**src/rtl/hsmdp_pkg.sv**
```systemverilog
// Shared types and constants for the handle slot map with dense packing.
// Used by the interfaces, controller, datapath, top level and checker.
package hsmdp_pkg;

  localparam int unsigned SLOTS   = 64;
  localparam int unsigned SLOT_W  = $clog2(SLOTS);
  localparam int unsigned CNT_W   = SLOT_W + 1;
  localparam int unsigned GRP_SZ  = 8;
  localparam int unsigned GROUPS  = SLOTS / GRP_SZ;
  localparam int unsigned GRP_W   = $clog2(GRP_SZ);
  localparam int unsigned GIDX_W  = $clog2(GROUPS);
  localparam int unsigned HANDLE_W = 7;
  localparam int unsigned STAT_W  = 2;

  localparam logic [STAT_W-1:0] STAT_OK   = 2'd0;
  localparam logic [STAT_W-1:0] STAT_FULL = 2'd1;
  localparam logic [STAT_W-1:0] STAT_BAD  = 2'd2;

  localparam logic MODE_CREATE = 1'b0;
  localparam logic MODE_DELETE = 1'b1;

  typedef struct packed {
    logic load;
    logic grp;
    logic sel;
    logic del_rd;
    logic commit;
  } hsmdp_cmd_t;

  typedef struct packed {
    logic out_busy;
  } hsmdp_stat_t;

endpackage

```
**src/rtl/hsmdp_if.sv**
```systemverilog
// Valid/ready channel interfaces for request and result transactions.
// Depends on hsmdp_pkg for field widths.
interface hsmdp_in_if import hsmdp_pkg::*; ();
  logic                valid;
  logic                ready;
  logic                mode;
  logic [HANDLE_W-1:0] handle;

  modport source (output valid, output mode, output handle, input ready);
  modport sink   (input valid, input mode, input handle, output ready);
endinterface

interface hsmdp_out_if import hsmdp_pkg::*; ();
  logic                valid;
  logic                ready;
  logic [STAT_W-1:0]   status;
  logic [HANDLE_W-1:0] new_handle;
  logic [SLOT_W-1:0]   dense_index;
  logic                move_valid;
  logic [SLOT_W-1:0]   moved_from;
  logic [SLOT_W-1:0]   moved_to;
  logic [CNT_W-1:0]    live_count;

  modport source (output valid, output status, output new_handle, output dense_index,
                  output move_valid, output moved_from, output moved_to,
                  output live_count, input ready);
  modport sink   (input valid, input status, input new_handle, input dense_index,
                  input move_valid, input moved_from, input moved_to,
                  input live_count, output ready);
endinterface

```
**src/rtl/hsmdp_ctrl.sv**
```systemverilog
// Sequencer for create/delete transactions of the slot map.
// Depends on hsmdp_pkg; drives commands into hsmdp_dp.
module hsmdp_ctrl import hsmdp_pkg::*; (
  input  logic        clk_i,
  input  logic        rst_ni,
  input  logic        in_valid_i,
  input  logic        in_mode_i,
  output logic        in_ready_o,
  input  hsmdp_stat_t stat_i,
  output hsmdp_cmd_t  cmd_o
);

  localparam logic [2:0] S_IDLE   = 3'd0;
  localparam logic [2:0] S_GRP    = 3'd1;
  localparam logic [2:0] S_SEL    = 3'd2;
  localparam logic [2:0] S_DEL_RD = 3'd3;
  localparam logic [2:0] S_COMMIT = 3'd4;

  logic [2:0] state_q, state_d;
  logic       accept;

  assign in_ready_o = (state_q == S_IDLE);
  assign accept     = in_valid_i && in_ready_o;

  always_comb begin
    state_d = state_q;
    cmd_o   = '0;
    case (state_q)
      S_IDLE: begin
        if (accept) begin
          cmd_o.load = 1'b1;
          state_d    = (in_mode_i == MODE_DELETE) ? S_DEL_RD : S_GRP;
        end
      end
      S_GRP: begin
        cmd_o.grp = 1'b1;
        state_d   = S_SEL;
      end
      S_SEL: begin
        cmd_o.sel = 1'b1;
        state_d   = S_COMMIT;
      end
      S_DEL_RD: begin
        cmd_o.del_rd = 1'b1;
        state_d      = S_COMMIT;
      end
      S_COMMIT: begin
        if (!stat_i.out_busy) begin
          cmd_o.commit = 1'b1;
          state_d      = S_IDLE;
        end
      end
      default: begin
        state_d = S_IDLE;
      end
    endcase
  end

  always_ff @(posedge clk_i or negedge rst_ni) begin
    if (!rst_ni) begin
      state_q <= S_IDLE;
    end else begin
      state_q <= state_d;
    end
  end

endmodule

```
**src/rtl/hsmdp_dp.sv**
```systemverilog
// Datapath: slot valid bits, live count, free-slot search tree, slot and dense tables.
// Depends on hsmdp_pkg; commanded by hsmdp_ctrl.
module hsmdp_dp import hsmdp_pkg::*; (
  input  logic                clk_i,
  input  logic                rst_ni,
  input  logic                cfg_we_i,
  input  logic [SLOT_W-1:0]   cfg_wdata_i,
  input  logic                in_mode_i,
  input  logic [HANDLE_W-1:0] in_handle_i,
  input  hsmdp_cmd_t          cmd_i,
  output hsmdp_stat_t         stat_o,
  output logic                out_valid_o,
  input  logic                out_ready_i,
  output logic [STAT_W-1:0]   out_status_o,
  output logic [HANDLE_W-1:0] out_new_handle_o,
  output logic [SLOT_W-1:0]   out_dense_index_o,
  output logic                out_move_valid_o,
  output logic [SLOT_W-1:0]   out_moved_from_o,
  output logic [SLOT_W-1:0]   out_moved_to_o,
  output logic [CNT_W-1:0]    out_live_count_o
);

  logic [SLOT_W-1:0]   start_q;
  logic [SLOTS-1:0]    valid_q;
  logic [CNT_W-1:0]    count_q;
  logic                mode_q;
  logic [HANDLE_W-1:0] handle_q;

  // search tree registers
  logic [GROUPS-1:0]   any_hi_q, any_all_q;
  logic [GRP_W-1:0]    first_hi_q  [GROUPS];
  logic [GRP_W-1:0]    first_all_q [GROUPS];
  logic [GROUPS-1:0]   any_hi_d, any_all_d;
  logic [GRP_W-1:0]    first_hi_d  [GROUPS];
  logic [GRP_W-1:0]    first_all_d [GROUPS];
  logic [SLOT_W-1:0]   slot_q, slot_d;
  logic                found_q, found_d;

  // tables
  logic [SLOT_W-1:0]   tgt_mem   [SLOTS];
  logic [SLOT_W-1:0]   owner_mem [SLOTS];
  logic [SLOT_W-1:0]   tgt_rd_q, owner_rd_q;
  logic                tgt_we, owner_we;
  logic [SLOT_W-1:0]   tgt_waddr, tgt_wdata, owner_waddr, owner_wdata;
  logic [SLOT_W-1:0]   hidx, last_idx;
  logic                bad_q, bad_d;

  logic                out_valid_q;
  logic [STAT_W-1:0]   status_q, status_d;
  logic [HANDLE_W-1:0] new_handle_q, new_handle_d;
  logic [SLOT_W-1:0]   dense_q, dense_d, from_q, from_d, to_q, to_d;
  logic                mv_q, mv_d;
  logic [CNT_W-1:0]    live_q, live_d;

  logic                create_ok, delete_ok, move;
  logic [SLOTS-1:0]    free_all, free_hi;

  assign hidx     = SLOT_W'(handle_q - HANDLE_W'(1));
  assign last_idx = SLOT_W'(count_q - CNT_W'(1));

  // group stage: per-group any and first free, for slots at/after start and for all
  always_comb begin
    for (int i = 0; i < SLOTS; i++) begin
      free_all[i] = !valid_q[i];
      free_hi[i]  = !valid_q[i] && (SLOT_W'(i) >= start_q);
    end
    for (int g = 0; g < GROUPS; g++) begin
      any_hi_d[g]    = |free_hi[g*GRP_SZ +: GRP_SZ];
      any_all_d[g]   = |free_all[g*GRP_SZ +: GRP_SZ];
      first_hi_d[g]  = '0;
      first_all_d[g] = '0;
      for (int j = GRP_SZ - 1; j >= 0; j--) begin
        if (free_hi[g*GRP_SZ + j]) first_hi_d[g] = GRP_W'(j);
        if (free_all[g*GRP_SZ + j]) first_all_d[g] = GRP_W'(j);
      end
    end
  end

  // select stage: first group with a free slot at/after start, else first overall
  always_comb begin
    slot_d  = '0;
    found_d = |any_all_q;
    for (int g = GROUPS - 1; g >= 0; g--) begin
      if (any_all_q[g]) slot_d = {GIDX_W'(g), first_all_q[g]};
    end
    if (|any_hi_q) begin
      for (int g = GROUPS - 1; g >= 0; g--) begin
        if (any_hi_q[g]) slot_d = {GIDX_W'(g), first_hi_q[g]};
      end
    end
  end

  assign bad_d = (handle_q == '0) || (handle_q > HANDLE_W'(SLOTS)) ||
                 !valid_q[hidx] || (count_q == '0);

  assign create_ok = (mode_q == MODE_CREATE) && found_q && (count_q < CNT_W'(SLOTS));
  assign delete_ok = (mode_q == MODE_DELETE) && !bad_q;
  assign move      = delete_ok && (count_q > CNT_W'(1));

  always_comb begin
    status_d     = STAT_OK;
    new_handle_d = '0;
    dense_d      = '0;
    mv_d         = 1'b0;
    from_d       = '0;
    to_d         = '0;
    live_d       = count_q;
    if (mode_q == MODE_CREATE) begin
      if (create_ok) begin
        new_handle_d = HANDLE_W'(slot_q) + HANDLE_W'(1);
        dense_d      = count_q[SLOT_W-1:0];
        live_d       = count_q + CNT_W'(1);
      end else begin
        status_d = STAT_FULL;
      end
    end else begin
      if (delete_ok) begin
        dense_d = tgt_rd_q;
        live_d  = count_q - CNT_W'(1);
        if (move) begin
          mv_d   = 1'b1;
          from_d = last_idx;
          to_d   = tgt_rd_q;
        end
      end else begin
        status_d = STAT_BAD;
      end
    end
  end

  always_comb begin
    tgt_we      = cmd_i.commit && (create_ok || move);
    owner_we    = tgt_we;
    tgt_waddr   = create_ok ? slot_q : owner_rd_q;
    tgt_wdata   = create_ok ? count_q[SLOT_W-1:0] : tgt_rd_q;
    owner_waddr = create_ok ? count_q[SLOT_W-1:0] : tgt_rd_q;
    owner_wdata = create_ok ? slot_q : owner_rd_q;
  end

  always_ff @(posedge clk_i) begin
    if (tgt_we) tgt_mem[tgt_waddr] <= tgt_wdata;
    if (cmd_i.del_rd) tgt_rd_q <= tgt_mem[hidx];
  end

  always_ff @(posedge clk_i) begin
    if (owner_we) owner_mem[owner_waddr] <= owner_wdata;
    if (cmd_i.del_rd) owner_rd_q <= owner_mem[last_idx];
  end

  always_ff @(posedge clk_i) begin
    if (cmd_i.load) begin
      mode_q   <= in_mode_i;
      handle_q <= in_handle_i;
    end
    if (cmd_i.grp) begin
      any_hi_q    <= any_hi_d;
      any_all_q   <= any_all_d;
      first_hi_q  <= first_hi_d;
      first_all_q <= first_all_d;
    end
    if (cmd_i.sel) begin
      slot_q  <= slot_d;
      found_q <= found_d;
    end
    if (cmd_i.del_rd) bad_q <= bad_d;
    if (cmd_i.commit) begin
      status_q     <= status_d;
      new_handle_q <= new_handle_d;
      dense_q      <= dense_d;
      mv_q         <= mv_d;
      from_q       <= from_d;
      to_q         <= to_d;
      live_q       <= live_d;
    end
  end

  always_ff @(posedge clk_i or negedge rst_ni) begin
    if (!rst_ni) begin
      start_q     <= '0;
      valid_q     <= '0;
      count_q     <= '0;
      out_valid_q <= 1'b0;
    end else begin
      if (cfg_we_i) start_q <= cfg_wdata_i;
      if (cmd_i.commit) begin
        count_q     <= live_d;
        out_valid_q <= 1'b1;
        if (create_ok) valid_q[slot_q] <= 1'b1;
        if (delete_ok) valid_q[hidx] <= 1'b0;
      end else if (out_ready_i) begin
        out_valid_q <= 1'b0;
      end
    end
  end

  assign stat_o.out_busy = out_valid_q && !out_ready_i;

  assign out_valid_o       = out_valid_q;
  assign out_status_o      = status_q;
  assign out_new_handle_o  = new_handle_q;
  assign out_dense_index_o = dense_q;
  assign out_move_valid_o  = mv_q;
  assign out_moved_from_o  = from_q;
  assign out_moved_to_o    = to_q;
  assign out_live_count_o  = live_q;

endmodule

```
**src/rtl/handle_slot_map_dense_pack_top.sv**
```systemverilog
// Handle slot map with dense packing: 64 slots map stable handles (slot + 1) to
// dense indices 0..count-1. One transaction at a time: a create steps through
// accept, the group stage and select stage of the registered free-slot search
// tree, and commit; a delete steps through accept, a registered read of the slot
// and dense tables, and commit. The result sits in an output register; the next
// request is accepted in the cycle after commit, and commit waits only while the
// previous result is still untaken. Errors (table full, bad handle) come back in
// the status field with the state unchanged.
module handle_slot_map_dense_pack_top import hsmdp_pkg::*; (
  input  logic              clk_i,
  input  logic              rst_ni,
  input  logic              cfg_we_i,
  input  logic [SLOT_W-1:0] cfg_wdata_i,
  hsmdp_in_if.sink          in_i,
  hsmdp_out_if.source       out_o
);

  hsmdp_cmd_t  cmd;
  hsmdp_stat_t stat;

  hsmdp_ctrl u_ctrl (
    .clk_i      (clk_i),
    .rst_ni     (rst_ni),
    .in_valid_i (in_i.valid),
    .in_mode_i  (in_i.mode),
    .in_ready_o (in_i.ready),
    .stat_i     (stat),
    .cmd_o      (cmd)
  );

  hsmdp_dp u_dp (
    .clk_i             (clk_i),
    .rst_ni            (rst_ni),
    .cfg_we_i          (cfg_we_i),
    .cfg_wdata_i       (cfg_wdata_i),
    .in_mode_i         (in_i.mode),
    .in_handle_i       (in_i.handle),
    .cmd_i             (cmd),
    .stat_o            (stat),
    .out_valid_o       (out_o.valid),
    .out_ready_i       (out_o.ready),
    .out_status_o      (out_o.status),
    .out_new_handle_o  (out_o.new_handle),
    .out_dense_index_o (out_o.dense_index),
    .out_move_valid_o  (out_o.move_valid),
    .out_moved_from_o  (out_o.moved_from),
    .out_moved_to_o    (out_o.moved_to),
    .out_live_count_o  (out_o.live_count)
  );

endmodule

```
**src/flat_wrapper.sv**
```systemverilog
// flat-port wrapper written by rule: the top's interface ports become plain ports
module handle_slot_map_dense_pack_top_flat import hsmdp_pkg::*;
  (clk_i, rst_ni, cfg_we_i, cfg_wdata_i, in_i_valid, in_i_mode, in_i_handle, in_i_ready, out_o_valid, out_o_status, out_o_new_handle, out_o_dense_index, out_o_move_valid, out_o_moved_from, out_o_moved_to, out_o_live_count, out_o_ready);
  hsmdp_in_if in_i_i ();
  hsmdp_out_if out_o_i ();
  input  logic clk_i;
  input  logic rst_ni;
  input  logic cfg_we_i;
  input  logic [SLOT_W-1:0] cfg_wdata_i;
  input wire logic [$bits(in_i_i.valid)-1:0] in_i_valid;
  input wire logic [$bits(in_i_i.mode)-1:0] in_i_mode;
  input wire logic [$bits(in_i_i.handle)-1:0] in_i_handle;
  output wire logic [$bits(in_i_i.ready)-1:0] in_i_ready;
  output wire logic [$bits(out_o_i.valid)-1:0] out_o_valid;
  output wire logic [$bits(out_o_i.status)-1:0] out_o_status;
  output wire logic [$bits(out_o_i.new_handle)-1:0] out_o_new_handle;
  output wire logic [$bits(out_o_i.dense_index)-1:0] out_o_dense_index;
  output wire logic [$bits(out_o_i.move_valid)-1:0] out_o_move_valid;
  output wire logic [$bits(out_o_i.moved_from)-1:0] out_o_moved_from;
  output wire logic [$bits(out_o_i.moved_to)-1:0] out_o_moved_to;
  output wire logic [$bits(out_o_i.live_count)-1:0] out_o_live_count;
  input wire logic [$bits(out_o_i.ready)-1:0] out_o_ready;
  assign in_i_i.valid = in_i_valid;
  assign in_i_i.mode = in_i_mode;
  assign in_i_i.handle = in_i_handle;
  assign in_i_ready = in_i_i.ready;
  assign out_o_valid = out_o_i.valid;
  assign out_o_status = out_o_i.status;
  assign out_o_new_handle = out_o_i.new_handle;
  assign out_o_dense_index = out_o_i.dense_index;
  assign out_o_move_valid = out_o_i.move_valid;
  assign out_o_moved_from = out_o_i.moved_from;
  assign out_o_moved_to = out_o_i.moved_to;
  assign out_o_live_count = out_o_i.live_count;
  assign out_o_i.ready = out_o_ready;
  handle_slot_map_dense_pack_top u_core (.clk_i(clk_i), .rst_ni(rst_ni), .cfg_we_i(cfg_we_i), .cfg_wdata_i(cfg_wdata_i), .in_i(in_i_i), .out_o(out_o_i));
endmodule
```
**config.mk**
```make
export PLATFORM = sky130hd
export DESIGN_NAME = handle_slot_map_dense_pack_top_flat
export DESIGN_NICKNAME = d
export VERILOG_FILES = /design/src/rtl/hsmdp_pkg.sv /design/src/rtl/hsmdp_if.sv /design/src/rtl/hsmdp_ctrl.sv /design/src/rtl/hsmdp_dp.sv /design/src/rtl/handle_slot_map_dense_pack_top.sv /design/src/flat_wrapper.sv
export SDC_FILE = /design/constraint.sdc
export NUM_CORES = 1
export LEC_CHECK = 0
export ABC_AREA = 1
export BUFFER_PORTS_ARGS = -buffer_cell sky130_fd_sc_hd__buf_2
export CAP_MARGIN = 20
export CORE_UTILIZATION = 60
export DETAILED_ROUTE_END_ITERATION = 12
export HOLD_SLACK_MARGIN = 0.12
export PLACE_DENSITY = 0.76
export SYNTH_ARGS = -nofsm -noshare
export SYNTH_HDL_FRONTEND = slang
export SYNTH_SLANG_ARGS = --single-unit
```
**constraint.sdc**
```tcl
create_clock -name clk_i -period 6.1 [get_ports clk_i]
set_input_delay 1.22 -clock clk_i [delete_from_list [all_inputs] [get_ports clk_i]]
set_output_delay 1.22 -clock clk_i [all_outputs]
set_load 0.01 [all_outputs]
```
==> run_results.csv, run 1 <==
group,metric,value,unit
floorplan,fp.dieH,266,um
setup_path,arrival,4.53,ns
floorplan,ios,56,
logic_synthesis,synth.lib_cells_used.distinct,52,
timing,layout_worst_path_cycle_share,0.670,
timing,max_clock_freq,245,MHz
place,port_buffers,55,
cts,cts_tree,"yes",
timing,worst_pin_slew,1.09,ns
cts,cts_root_buffer,"clkbuf_16",
timing,fin_tns_setup,0,ns
setup_path,crit-reg2reg-launch,"u_core.u_dp.count_q[0]",
logic_synthesis,synth_ff_type,"edfxtp_1",
timing,final_number_of_hold_violating_endpoints,0,
drt,via_per_inst,6.33,
timing,maxSlewViolCount,0,
cells_and_area,antenna-diode-count,0,
setup_path,timing.critical_path.required,6.54,ns
floorplan,floorplan.core_area,68900,um^2
cts,clk_pin_slew,0.07,ns
drt,vias,30200,
drt,detail_route.iter0.violations,4593,
drt,post-route-drc-count,0,
cells_and_area,syn_to_final_growth,10.8,%
power_and_ir_drop,vdd_ir_drop_max,0.559,mV
logic_synthesis,syn_avg_cell_area,11.2,um^2
floorplan,floorplan.die_area,71000,um^2
worst_hold_path,worstHoldPathType,"flop to flop",
global_routing,grt_start_max_net_pins,173,
power_and_ir_drop,power.sequential.fraction,0.378,
cts,clk_buf_depth,3,
power_and_ir_drop,switching_share,0.402,
cts,cts_post_setup_buffers_inserted,0,
floorplan,initial_core_util,0.609,
logic_synthesis,mappedNetlistArea,42000,um^2
logic_synthesis,syn-instance-count,3741,
drt,totalWireLength,115000,um
setup_path,worstSetupPathType,"flop to flop",
drt,post_drt_wl_per_cell,24.1,um
power_and_ir_drop,power_per_cell_area,525,nW/um^2
logic_synthesis,synth.top_cells.by_area,"edfxtp_1 (64%), nand2_1 (7.3%), dfrtp_1 (4.8%), nor2_1 (4.4%), o21ai_0 (3.7%)",
logic_synthesis,post_synth_most_frequent_cells,"edfxtp_1 (895), nand2_1 (811), nor2_1 (490)",
timing,final_setup_fails,0,
logic_synthesis,mappedNetlistNets,3767,
cts,post_cts_resize_count,0,
power_and_ir_drop,power.internal,14.6,mW
place,dp_hpwl,71700,um
place,gp_congestion,0.986,
floorplan,die_w,266,um
timing,post-route-min-period,4.09,ns
timing,timing.max_slew.rel_slack,0.270,
power_and_ir_drop,clock_power_share,0.254,
cts,clkLatencyLatePin,0.69,ns
global_routing,wire_length_of_the_first_global_routing_pass,172000,um
global_routing,initial_antenna_violation_count,0,
power_and_ir_drop,comb_power_share,0.369,
global_routing,grt-ovfl-total,0,
logic_synthesis,synthesis.yosys.warnings,0,
cts,clkSinkCount,976,
logic_synthesis,number_of_synthesized_register_bits,976,
cells_and_area,postLayoutCoreUtil,0.674,
logic_synthesis,synth.top_cell.area_share,0.640,
worst_hold_path,worst_hold_startpoint,"u_core.u_dp.count_q[6]",
power_and_ir_drop,leakage,16.7,nW
cells_and_area,final_nets,3795,
floorplan,core.rowCount,96,
setup_path,setup.worst_path.end_class,"flop",
flow_run,max-cap-violations,0,
timing,timing.clock.skew,0.0370,ns
cts,cts_buffers,98,
setup_path,worst_setup_path_start_kind,"flop",
cells_and_area,post_route_cells_drive_above_1_share,0.0850,
logic_synthesis,synth_sequential_area_ratio,0.689,
setup_path,critical_path.startpoint,"u_core.u_dp.count_q[0]",
cts,cts.htree.levels,3,
cts,post_cts_hold_buffer_count,0,
logic_synthesis,ys_async_sr_fraction,0.0830,
logic_synthesis,number_of_enable_flip_flop_cells_after_synthesis,895,
global_routing,number_of_global_route_vias_before_repair,28500,
timing,rsz0062_at_grt,"no",
drt,drt.antenna.violating_nets,0,
setup_path,crit_fanout,98,
logic_synthesis,yosys.area.top_type,"edfxtp_1",
global_routing,global_route_usage_over_all_layers,0.326,
status,run_status,"completed",
drt,drt-pass1-iter-count,6,
logic_synthesis,yosys.cell_count.top_type,"edfxtp_1",
power_and_ir_drop,netSwitchingPower,9.81,mW
-- kinds of logic after synthesis --
kind of cell / share of synthesized area
buffers and inverters: 0.0358
AOI/OAI and AO/OA: 0.115
xor gates and xnor gates: 0.00361
muxes: 0.00549
DFF: 0.689
and+or+nand+nor: 0.149
adders and majority gates: 0.00209
-- per-layer routing --
layer  up-vias  track usage  wire (um)
li1      13400            -          -
met2      2052        0.502      52600
met3       371       0.0671      13600
met4         0        0.144       5430
met5         -            0          0
met1     14400        0.451      43700
-- per-stage QoR --
stage | hold WS [ns] | setup slack, ns | instances | cell area, um^2 | total power, mW
after detailed placement | 0.533 | 2.16 | 4599 | 43100 | 18.1
after floorplan | 0.495 | 0.729 | 3741 | 42000 | 14.8
after global routing | 0.608 | 1.82 | 4779 | 46500 | 25.3
after global placement | 0.518 | 2.19 | 4598 | 43100 | 17.9
final | 0.541 | 2.01 | 4779 | 46500 | 24.4
after CTS | 0.548 | 2.12 | 4778 | 46500 | 24.2
-- area by class of cell --
type,count,area (um^2)
Timing Repair Buffer,99,653
Multi-Input combinational cell,2388,11700
Inverter,206,791
Sequential cell,976,28900
Clock inverter,54,716
Clock buffer,125,2610
Tap cell,931,1160
Fill cell,5063,22500
-- state kept, by name (all words and copies together), names as in the netlist, 2 cells and up --
name and cells:
u_core.u_ctrl.state_q 3, u_core.u_dp.any_all_q 8, u_core.u_dp.any_hi_q 8, u_core.u_dp.count_q 7
u_core.u_dp.first_all_q 24, u_core.u_dp.first_hi_q 24, u_core.u_dp.handle_q 7, u_core.u_dp.out_dense_index_o 6
u_core.u_dp.out_live_count_o 7, u_core.u_dp.out_moved_from_o 6, u_core.u_dp.out_moved_to_o 6, u_core.u_dp.out_new_handle_o 7
u_core.u_dp.out_status_o 2, u_core.u_dp.owner_mem 384, u_core.u_dp.owner_rd_q 6, u_core.u_dp.slot_q 6
u_core.u_dp.start_q 6, u_core.u_dp.tgt_mem 384, u_core.u_dp.tgt_rd_q 6, u_core.u_dp.valid_q 64
-- cell usage in the layout (no fill, tap or decap), types with 25 or more instances in the layout --
| master | count |
|---|---|
| o31ai_1 | 28 |
| buf_2 | 54 |
| o221ai_1 | 50 |
| a31oi_1 | 25 |
| a21oi_1 | 180 |
| a21boi_0 | 34 |
| nand2_1 | 811 |
| nand3_1 | 102 |
| o22ai_1 | 61 |
| inv_1 | 179 |
| nor3_1 | 53 |
| edfxtp_1 | 895 |
| o211ai_1 | 56 |
| clkbuf_16 | 100 |
| nor2_1 | 488 |
| a22oi_1 | 25 |
| dfrtp_1 | 80 |
| buf_4 | 42 |
| o21ai_0 | 310 |
-- worst max-delay path, cell delays in order, from the launching register on --
cell and delay, ns:
dfrtp_4 0.90, inv_6 0.43, ha_1 0.39, xnor2_1 0.17, inv_2 0.44, buf_4 0.60
o221ai_1 0.24, o211ai_1 0.20, nand3_1 0.20, nand3_1 0.15, nand2_1 0.06
-- power groups by stage --
stage | sequential, mW | clock, mW | combinational (mW)
2_1_floorplan | 9.21 | 0 | 5.56
3_3_place_gp | 9.33 | 0 | 8.61
6_report | 9.22 | 6.19 | 9.01
5_1_grt | 9.25 | 6.46 | 9.63
3_5_place_dp | 9.33 | 0 | 8.73
4_1_cts | 9.20 | 6.21 | 8.79
-- path summary, 6_finish.rpt --
check                                                 end  slack, ns  cells after the start
worst min register to register     u_core.u_dp.count_q[6]       0.54                      2
min in group asynchronous         u_core.u_dp.valid_q[32]       0.61                      1
max in group asynchronous        u_core.u_ctrl.state_q[0]       4.49                      2
worst min-delay path               u_core.u_dp.count_q[6]       0.54                      2
worst max register to register  u_core.u_dp.owner_rd_q[0]       2.01                     10
worst max-delay path            u_core.u_dp.owner_rd_q[0]       2.01                     10
Power figures use the tool's default switching activity.
==> run 2, diff against run 1 <==
Settings changed: CORE_UTILIZATION 60 to 57.
Clock period 6.1 ns to 3.4 ns, I/O delays scaled along.
==> run 2 against run 1 <==
Via count decreased by 0.22%; core utilization is 3.4 points lower; clock skew increased by 0.014 ns; final area rose by 0.47%; power rose by 79%; count of clock-buffer cells in the layout decreased by 2; wire length is essentially flat; critical path depth rose by 1; clock power up 70%; combinational power up 85%; sequential share of layout area decreased by 0.29 points; fmax rose by 37%; critical path type unchanged; largest power group is now combinational logic.
==> run_results.csv, run 2 (synthesized netlist as in run 1, its figures left out) <==
group,metric,value,unit
status,run_status,"completed",
cts,cts_tree,"yes",
global_routing,grt-busiest-layer,"met2",
cells_and_area,post_route_cells_drive_above_1_share,0.0917,
floorplan,floorplan.core_area,73000,um^2
drt,via_per_inst,6.23,
timing,timing.max_slew.rel_slack,0.350,
timing,layout_worst_path_cycle_share,0.879,
timing,final_setup_fails,0,
power_and_ir_drop,fin_total_pwr,43.6,mW
global_routing,initial_antenna_violation_count,1,
timing,worst_pin_slew,0.975,ns
cells_and_area,antenna-diode-count,0,
cells_and_area,top_regs,"u_core.u_dp.owner_mem (384), u_core.u_dp.tgt_mem (384), u_core.u_dp.valid_q (64)",
timing,fin_worst_hold_slack,0.177,ns
cts,cts_buffers,96,
floorplan,initial_core_util,0.575,
cells_and_area,post-route-cell-area,46700,um^2
timing,final_number_of_hold_violating_endpoints,0,
timing,maxSlewViolCount,0,
cells_and_area,final_nets,3839,
floorplan,die_w,273,um
timing,fin_tns_setup,0,ns
cts,cts_root_buffer,"clkbuf_16",
floorplan,core.rowCount,99,
flow_run,max-cap-violations,0,
power_and_ir_drop,vdd_ir_drop_max,1.00,mV
drt,post-route-drc-count,0,
drt,detail_route.iter0.violations,3886,
cells_and_area,layout_commonest_cell,"edfxtp_1",
place,gp_congestion,0.993,
power_and_ir_drop,leakage,16.8,nW
drt,totalWireLength,115000,um
place,dpl-instance-area,43600,um^2
cts,clkSinkCount,976,
drt,post_drt_wl_per_cell,23.8,um
drt,drt.antenna.violating_nets,0,
cells_and_area,nFillCells,5414,
timing,rsz0062_at_grt,"no",
setup_path,timing.critical_path.required,3.71,ns
cts,clk_buf_depth,3,
global_routing,number_of_global_route_vias_before_repair,28700,
global_routing,use_met1,0.414,
cts,clkLatencyLatePin,0.68,ns
global_routing,global_route_usage_over_all_layers,0.308,
cts,clk_pin_slew,0.06,ns
worst_hold_path,worstHoldPathType,"primary input to flop",
global_routing,grt_start_max_net_pins,197,
drt,drt-pass1-iter-count,6,
setup_path,worstSetupPathType,"flop to flop",
setup_path,arrival,3.30,ns
global_routing,grt-ovfl-total,0,
floorplan,floorplan.die_area,74700,um^2
cts,cts.htree.levels,3,
timing,timing.clock.skew,0.0514,ns
setup_path,setup.worst_path.end_class,"flop",
place,port_buffers,55,
drt,vias,30200,
power_and_ir_drop,power_per_cell_area,934,nW/um^2
timing,max_clock_freq,335,MHz
global_routing,met3_track_utilization_from_global_routing,0.0708,
place,dp_hpwl,74300,um
timing,post-route-min-period,2.99,ns
setup_path,worst_setup_path_start_kind,"flop",
cells_and_area,syn_to_final_growth,11.3,%
global_routing,wire_length_of_the_first_global_routing_pass,173000,um
floorplan,ios,56,
setup_path,crit_fanout,14,
floorplan,fp.dieH,273,um
global_routing,global_route.usage.met2,0.486,
cells_and_area,highest_count_cells_in_the_layout_ignoring_fill_and_taps,"edfxtp_1 (895), nand2_1 (811), nor2_1 (488), o21ai_0 (310), a21oi_1 (180)",
## run 2: cell types whose count changed in the layout (fill, tap and decap cells not counted), sizes merged, moves of 2 or more
cell and delta:
clkinvlp -6, bufinv -6, inv +2, clkinv +2, buf +44
## run 2: layout make-up
| class | instances | area (um^2) | share of cell area |
|---|---|---|---|
| sequential | 976 | 28900 | 0.619 |
| multi-input combinational | 2388 | 11600 | 0.249 |
| clock buffer | 123 | 2560 | 0.0549 |
| tap | 959 | 1200 | 0.0257 |
| timing repair buffer | 145 | 1070 | 0.0229 |
| inverter | 206 | 791 | 0.0169 |
| clock inverter | 46 | 543 | 0.0116 |
## run 2: worst max-delay path: stages, from the launching register on
cell and delay (ns):
dfrtp_1 0.39, inv_2 0.05, nand2_1 0.07, nor2_2 0.05
buf_4 0.17, buf_4 0.22, or2_2 0.28, o21ai_0 0.21
inv_2 0.14, nor2_1 0.19, nand2_1 0.30, nor2_1 0.55
## run 2: metrics by stage
step,utilization,setup slack [ns],std cells
after global placement,0.597,0.533,4672
after CTS,0.640,0.430,4842
after global routing,0.640,0.271,4843
after floorplan,-,0.0149,3741
after detailed placement,0.597,0.407,4672
final,0.640,0.412,4843
## run 2: timing repair
action,in CTS,in global routing
endpoints found under the setup margin,0,0
endpoints found under the hold margin,47,0
setup buffers,0,0
hold buffers,1,0
resized for setup,0,0
## run 2: power by group
group	switching, mW	internal [mW]
clock	4.54	5.96
sequential	0.686	15.8
combinational	12.4	4.26
## run 2: final timing paths
| kind | slack [ns] | endpoint | startpoint | cells after the start |
|---|---|---|---|---|
| max in group asynchronous | 2.02 | u_core.u_dp.valid_q[47] | rst_ni | 3 |
| worst max-delay path | 0.41 | u_core.u_dp.tgt_mem[0][3] | u_core.u_dp.count_q[6] | 11 |
| worst max register to register | 0.41 | u_core.u_dp.tgt_mem[0][3] | u_core.u_dp.count_q[6] | 11 |
| worst min-delay path | 0.18 | u_core.u_dp.handle_q[6] | in_i_handle[6] | 1 |
| worst min register to register | 0.56 | u_core.u_dp.count_q[6] | u_core.u_dp.count_q[6] | 2 |
| min in group asynchronous | 0.64 | u_core.u_dp.valid_q[53] | rst_ni | 2 |
## run 2: routing by layer
| layer | up-vias | routed length (um) |
|---|---|---|
| met5 | - | 11 |
| met4 | 2 | 5450 |
| met3 | 340 | 12900 |
| met2 | 1923 | 53100 |
| met1 | 14400 | 43900 |
| li1 | 13500 | - |
